File: config.mk
export PLATFORM = sky130hd
export DESIGN_NAME = hbsm_match_cell
export DESIGN_NICKNAME = d
export VERILOG_FILES = /design/src/hbsm_pkg.sv /design/src/hbsm_match_cell.sv
export SDC_FILE = /design/constraint.sdc
export NUM_CORES = 1
export LEC_CHECK = 0
export BUFFER_PORTS_ARGS = -buffer_cell sky130_fd_sc_hd__buf_4
export CAP_MARGIN = 20
export CORE_MARGIN = 8
export CORE_UTILIZATION = 24
export CTS_CLUSTER_DIAMETER = 80
export DETAILED_ROUTE_END_ITERATION = 7
export PLACE_DENSITY = 0.4
export SYNTH_ARGS = -nofsm -noshare
export SYNTH_HDL_FRONTEND = slang
export SYNTH_SLANG_ARGS = --single-unit
export TNS_END_PERCENT = 1
File: constraint.sdc
create_clock -name i_clk -period 4.2 [get_ports i_clk]
set_input_delay 0.63 -clock i_clk [delete_from_list [all_inputs] [get_ports i_clk]]
set_output_delay 0.63 -clock i_clk [all_outputs]
set_load 0.02 [all_outputs]
File: src/hbsm_pkg.sv
// Package for the host blacklist substring matcher: sizes, mode codes,
// transaction and cell item types, and the ASCII case fold.
// No dependencies.
package hbsm_pkg;

    localparam int NUM_PATTERNS  = 16;
    localparam int PATTERN_BYTES = 32;

    // Fixed field widths of the transaction
    localparam int MODE_W  = 2;
    localparam int ENTRY_W = 4;
    localparam int POS_W   = 5;
    localparam int PLEN_W  = 6;
    localparam int CHAR_W  = 8;
    localparam int ACT_W   = 5;

    // Derived storage widths
    localparam int CELL_IDX_W = (NUM_PATTERNS > 1) ? $clog2(NUM_PATTERNS) : 1;
    localparam int BYTE_IDX_W = (PATTERN_BYTES > 1) ? $clog2(PATTERN_BYTES) : 1;
    localparam int LEN_W      = $clog2(PATTERN_BYTES + 1);

    // APB register map
    localparam int APB_ADDR_W = 3;
    localparam int APB_DATA_W = 32;
    localparam logic [APB_ADDR_W-1:0] ADDR_ACTIVE = 3'd0;

    // Mode codes
    localparam logic [MODE_W-1:0] MODE_WRITE  = 2'd0;
    localparam logic [MODE_W-1:0] MODE_LENGTH = 2'd1;
    localparam logic [MODE_W-1:0] MODE_SCAN   = 2'd2;

    typedef struct packed {
        logic [MODE_W-1:0]  mode;
        logic [ENTRY_W-1:0] entry;
        logic [POS_W-1:0]   position;
        logic [PLEN_W-1:0]  pattern_length;
        logic [CHAR_W-1:0]  char_byte;
        logic               last;
    } t_in_item;

    typedef struct packed {
        logic blacklisted;
    } t_out_item;

    // Transaction as it travels along the cell chain
    typedef struct packed {
        logic               valid;
        logic [MODE_W-1:0]  mode;
        logic [ENTRY_W-1:0] entry;
        logic [POS_W-1:0]   position;
        logic [PLEN_W-1:0]  pattern_length;
        logic [CHAR_W-1:0]  ch;     // already folded to lower case
        logic               last;
        logic               hit;    // OR of hits of cells passed so far
    } t_cell_item;

    function automatic logic [CHAR_W-1:0] fold_case(input logic [CHAR_W-1:0] c);
        if (c >= 8'd65 && c <= 8'd90) begin
            return c + 8'd32;
        end
        return c;
    endfunction

endpackage

File: src/hbsm_match_cell.sv
// One match cell: holds one pattern entry, its length and its partial-match
// vector, and hands each transaction on to the next cell. Depends on hbsm_pkg.
module hbsm_match_cell (
    input  logic                            i_clk,
    input  logic                            i_rst_n,
    input  logic                            i_en,
    input  logic [hbsm_pkg::CELL_IDX_W-1:0] i_index,
    input  logic [hbsm_pkg::ACT_W-1:0]      i_active,
    input  hbsm_pkg::t_cell_item            i_item,
    output hbsm_pkg::t_cell_item            o_item
);
    import hbsm_pkg::*;

    logic [CHAR_W-1:0]        r_bytes [PATTERN_BYTES];
    logic [LEN_W-1:0]         r_len;
    logic [PATTERN_BYTES-1:0] r_vec;
    logic                     r_hit;
    t_cell_item               r_item;

    logic [PATTERN_BYTES-1:0] n_vec;
    t_cell_item               n_item;
    logic [LEN_W-1:0]         w_len_m1;
    logic [LEN_W-1:0]         w_len_sat;
    logic                     w_match;
    logic                     w_cell_hit;
    logic                     w_mine;
    logic                     w_active;

    assign w_mine   = (32'(i_item.entry) == 32'(i_index));
    assign w_active = (32'(i_index) < 32'(i_active));

    always_comb begin
        for (int k = 0; k < PATTERN_BYTES; k++) begin
            n_vec[k] = (k < 32'(r_len))
                     && ((k == 0) ? 1'b1 : r_vec[(k == 0) ? 0 : k - 1])
                     && (r_bytes[k] == i_item.ch);
        end
    end

    assign w_len_m1   = r_len - LEN_W'(1);
    assign w_match    = (r_len == '0) || n_vec[w_len_m1[BYTE_IDX_W-1:0]];
    assign w_cell_hit = r_hit || (w_active && w_match);
    assign w_len_sat  = (32'(i_item.pattern_length) > PATTERN_BYTES)
                      ? LEN_W'(PATTERN_BYTES) : LEN_W'(i_item.pattern_length);

    // Fold this cell's finding into a passing host byte
    always_comb begin
        n_item = i_item;
        if (i_item.valid && i_item.mode == MODE_SCAN) begin
            n_item.hit = i_item.hit || w_cell_hit;
        end
    end

    // Pattern bytes need no reset
    always_ff @(posedge i_clk) begin
        if (i_en && i_item.valid && i_item.mode == MODE_WRITE && w_mine
                && 32'(i_item.position) < PATTERN_BYTES) begin
            r_bytes[i_item.position[BYTE_IDX_W-1:0]] <= i_item.ch;
        end
    end

    always_ff @(posedge i_clk) begin
        if (!i_rst_n) begin
            r_len        <= '0;
            r_vec        <= '0;
            r_hit        <= 1'b0;
            r_item.valid <= 1'b0;
        end else if (i_en) begin
            r_item <= n_item;
            if (i_item.valid) begin
                unique case (i_item.mode)
                    MODE_LENGTH: begin
                        if (w_mine) begin
                            r_len <= w_len_sat;
                        end
                    end
                    MODE_SCAN: begin
                        if (i_item.last) begin
                            r_vec <= '0;
                            r_hit <= 1'b0;
                        end else begin
                            r_vec <= n_vec;
                            r_hit <= w_cell_hit;
                        end
                    end
                    default: begin
                    end
                endcase
            end
        end
    end

    assign o_item = r_item;

endmodule

== After elaboration in Yosys (flattened, before gate mapping) ==
Memory sizes are Yosys's and may differ from the RTL's.
Cells that the tools add are included.

* Muxes and demuxes: 8
* Equal/unequal tests: 35
* Reductions and logical operators: 76
* $lt $le $gt $ge: 35
* Add/subtract/negate cells: 1

{| class="wikitable"
|+ Operators by type and width
! kind !! number
|-
| $eq 8x8->1 || 32
|-
| $lt 5x6->1 const A || 16
|-
| $logic_and 1x1->1 || 68
|-
| $lt 4x6->1 const A || 8
|-
| $mux 31 || 1
|-
| $lt 3x6->1 const A || 4
|-
| $lt 1x6->1 const A || 2
|-
| $lt 2x6->1 const A || 2
|-
| $gt 6x6->1 const B || 1
|-
| $logic_not 6->1 || 1
|-
| $lt 5x6->1 const B || 1
|-
| $mux 6 || 1
|-
| $bmux 1 s5 || 1
|-
| $lt 4x5->1 || 1
|-
| $mux 1 || 5
|-
| $sub 5x1->5 const B || 1
|-
| $eq 4x4->1 || 1
|-
| $reduce_and 4->1 || 1
|-
| $logic_or 1x1->1 || 3
|-
| $reduce_and 3->1 || 1
|-
| $eq 2x1->1 const B || 1
|-
| $eq 2x2->1 const B || 1
|-
| $logic_not 2->1 || 1
|-
| $reduce_and 2->1 || 1
|}

* Logic and storage cells: 167
* Register bits after elaboration: 66
* Memories: 1
* Input bits: 40
* Output and inout port bits: 28
* Memory bits (writable): 256

{| class="wikitable"
|+ Memories
! name !! words !! bits a word !! read ports !! clocked after Yosys merged registers in !! write ports !! line !! source
|-
| r_bytes || 32 || 8 || 32 || 0 || 1 || hbsm_match_cell.sv:14 || <nowiki>logic [CHAR_W-1:0] r_bytes [PATTERN_BYTES];</nowiki>
|}

== Longest topological paths before layout ==
* Depth in word-level cells: 10
* Gate-level depth with buffers: 11
* Depth with buffers taken out: 10

== Worst setup path before layout ==
No wires, ideal clock.

* Kind: reg-to-reg
* Start point: register r_len[1]
* End point: register r_item (netlist bit o_item[0]) (data pin)
* Path buffers: 1
* Arrival time: 2.262 ns
* Setup slack: 1.793 ns
* Setup time: 0.145 ns
* Cell stages (with the launch flop): 11
* Clock period less this slack: 2.407 ns
* Required time: 4.055 ns
* Path through: dfxtp_1 -> clkbuf_1 -> inv_1 -> ha_1 -> nand2_1 -> o211ai_1 -> or4_1 -> o2111ai_1 -> nand4_1 -> and4_1 -> o21ai_1

{| class="wikitable"
|+ RTL lines
! what !! line !! source
|-
| start: declaration || hbsm_match_cell.sv:15 || <nowiki>logic [LEN_W-1:0] r_len;</nowiki>
|-
| start signal: assignment || hbsm_match_cell.sv:74 || <nowiki>r_len <= w_len_sat;</nowiki>
|-
| end signal: assignment || hbsm_match_cell.sv:69 || <nowiki>r_item <= n_item;</nowiki>
|-
| end: declaration || hbsm_match_cell.sv:18 || <nowiki>t_cell_item r_item;</nowiki>
|}

==> metrics.txt <==
combinational share of power=0.061; Post-Synth Simple-Gate Area=0.112; ant diodes=0; NumNets Final=1202; Avg Inst Size Synth=between 10 and 15 um^2; ys flop type=edfxtp_1; Die H=about 260 um; Lkg Pwr=5.28 nW; ranking of synthesized cells by area=edfxtp_1 (59%), xnor2_1 (14%), dfxtp_1 (5.4%), nand4_1 (2.3%), xor2_1 (2.1%); Clock power frac=0.452; Tot GR Track Use=0.118; initial antenna violation count=1; largest net degree at the start of global routing=42; most instantiated cells after synthesis=edfxtp_1 (283), xnor2_1 (232), nand4_1 (52), nor2_1 (51), nand2_1 (44); CTS tree=yes; Wirelength per Cell=about 20 um; final period utilization=0.737; Sw Share=0.227; Worst-path clk slew=~60 ps; pre-CTS worst setup slack=between 500 and 600 ps; HP Class=in -> reg; Yosys top cell area share=0.592; CTS Hold Bufs=0; H-tree depth=2; fin. max-slew vios=0; first-pass iteration count of the detailed router=5; CORE AREA=a little under 60000 um^2; vias in the first global route=between 8000 and 9000; area delta synth->final=20.0%; XOR/XNOR Fraction of Synth Area=0.162; setup TNS=0 ps; GPL Wtd Cong=between 0.7 and 0.8; Top Layer Used=met5; Post-synth ARST share=0; CP max FO=16; number of setup buffers added after CTS=0; CP Class=reg -> reg; CTS sink cnt=322; Port Buf Inserts=67; Reg power frac=0.487; Hold Path Depth=1; Max-slew headroom=0.313; internal power=between 5 and 6 mW; mux share of post-synthesis cell area=0.00140; tightest hold margin=234 ps; Synth Area in Compound Gates=0.0461; DRT iter0 DRCs=roughly 510; Via density=around 4.4; RSZ-0062 raised after global routing=no; number of synthesized flops with an enable pin=between 200 and 300; met2 routed wirelength=18.6 mm; fin util=0.292; Final setup violation count=0; Clock Tree Root=clkbuf_16; Synth warnings=0; switching power of the nets=around 1.6 mW; hpwl dp=about 27 mm; Synth Instances=between 1000 and 1500; post-route ant nets=0; CTS resizes=0; # rows=89; DR vias=approximately 8700; DIE WIDTH=between 200 and 300 um; top cell type by total area after synthesis=edfxtp_1; syn_nets=approximately 1100; most common cell in the netlist=edfxtp_1; Num CTS Buffers=40; final worst setup slack=approximately 1100 ps; routed wire length=around 40 mm; largest family of logic cells by synthesized area=XOR/XNOR gates; #FFs+latches synth=between 300 and 400; sequential area share after synthesis=0.647; routed wl met3=just under 2 mm; first-pass GRT wire length=roughly 60 mm; CP endpoint kind=flop; Ports=68; Final Hold Fails=0; Met1 Wirelength=18.7 mm; clk_lat worst skew=580 ps; non-filler cells in the finished layout=approximately 2000; minimum clock period=slightly above 3000 ps; placed cell area=about 16000 um^2; Clock Skew=roughly 43 ps; status=finished, final reports clean; Reg2Reg Depth=8; placed cells=around 1900; post-synthesis cell type count=58; Initial Util=0.243; Clock Path Buffers=3; worst-margin pin slew=1020 ps; Worst EP arrival=about 3400 ps; gr ovfl total=0; overall power=about 7 mW; synthesized area=14300 um^2; Worst Path Required=4530 ps; share of post-route cells with drive strength above 1=0.149; DRC=0; adder-cell share of the synthesized area=0.00611; Die ar.=67900 um^2; startpoint class of the critical path=flop; cell area after layout=between 15000 and 20000 um^2; worst vdd ir=~0.31 mV; Max Cap Viol=0; fmax=0.323 GHz; PD cells=about 420 nW/um^2
## state kept, by name, summed over array words and instances (netlist names)
name	flops
r_bytes	256
r_vec	31
o_item	28
r_hit	1
r_len	6
## cell type report
cell class	count	area, um^2
clock buffers	59	1090
clock inverters	14	160
fillers	6012	41800
inverters	11	41.3
multi-input cells	662	4700
flip-flops and latches	322	9280
well taps	773	967
repair buffers	118	973
## cell families (layout without fill, tap and decap cells)
| logic type | after synthesis | count (layout) |
|---|---|---|
| XOR/XNOR | 266 | 266 |
| AO/OA/AOI/OAI | 95 | 95 |
| AND/OR/NAND/NOR | 292 | 292 |
| flip-flops | 322 | 322 |
| multiplexers | 2 | 2 |
| buffers and inverters | 72 | 202 |
| adder cells (fa/ha/maj) | 7 | 7 |
## cells in the final DEF, fill, tap and decap left out, types with 5 or more instances in the layout
cell type | Yosys | routed
edfxtp_1 | 283 | 283
xnor2_1 | 232 | 232
buf_4 | 8 | 111
nand4_1 | 52 | 52
nor2_1 | 51 | 51
nand2_1 | 44 | 44
clkbuf_16 | 0 | 40
dfxtp_1 | 39 | 39
xor2_1 | 34 | 34
nand3_1 | 27 | 27
nor4_1 | 26 | 26
nor2b_1 | 25 | 25
a21oi_1 | 20 | 20
o211ai_1 | 19 | 19
nor3_1 | 17 | 17
clkbuf_1 | 20 | 17
a21boi_0 | 10 | 10
inv_1 | 9 | 9
and2_1 | 9 | 9
o21a_1 | 9 | 9
nor4b_1 | 8 | 8
nor3b_1 | 7 | 7
ha_1 | 7 | 7
buf_12 | 0 | 7
nand2b_1 | 6 | 6
a22oi_1 | 5 | 5
clkinv_1 | 1 | 5
## path summary, 6_finish.rpt
check             startpoint          to  slack (ps)
setup / recovery    r_len[1]   o_item[0]        1110
hold / removal    i_item[14]  o_item[14]         230
setup reg to reg    r_len[1]   o_item[0]        1110
hold reg to reg    r_vec[12]   r_vec[12]         470
## power by group through the flow
stage | registers, mW | clock network (mW) | logic (mW)
final | 3.50 | 3.25 | 0.436
after CTS | 3.50 | 3.37 | 0.453
after floorplan | 3.60 | 0 | 0.211
after detailed placement | 3.57 | 0 | 0.451
after global placement | 3.57 | 0 | 0.452
after global routing | 3.50 | 3.50 | 0.476
## critical path, stage by stage (launching register included)
cell and delay, ps:
dfxtp_1 630, inv_1 140, ha_1 770, nand2_1 320
o221ai_1 270, a21oi_1 70, o211ai_1 250, and4_1 350
o21ai_1 100
## routing by layer
metal | vias to the layer above | track usage
li1 | 4046 | -
met1 | 4357 | 0.159
met2 | 200 | 0.191
met3 | 61 | 0.0211
met4 | 2 | 0.0369
met5 | - | 0
Power figures use the tool's default switching activity.
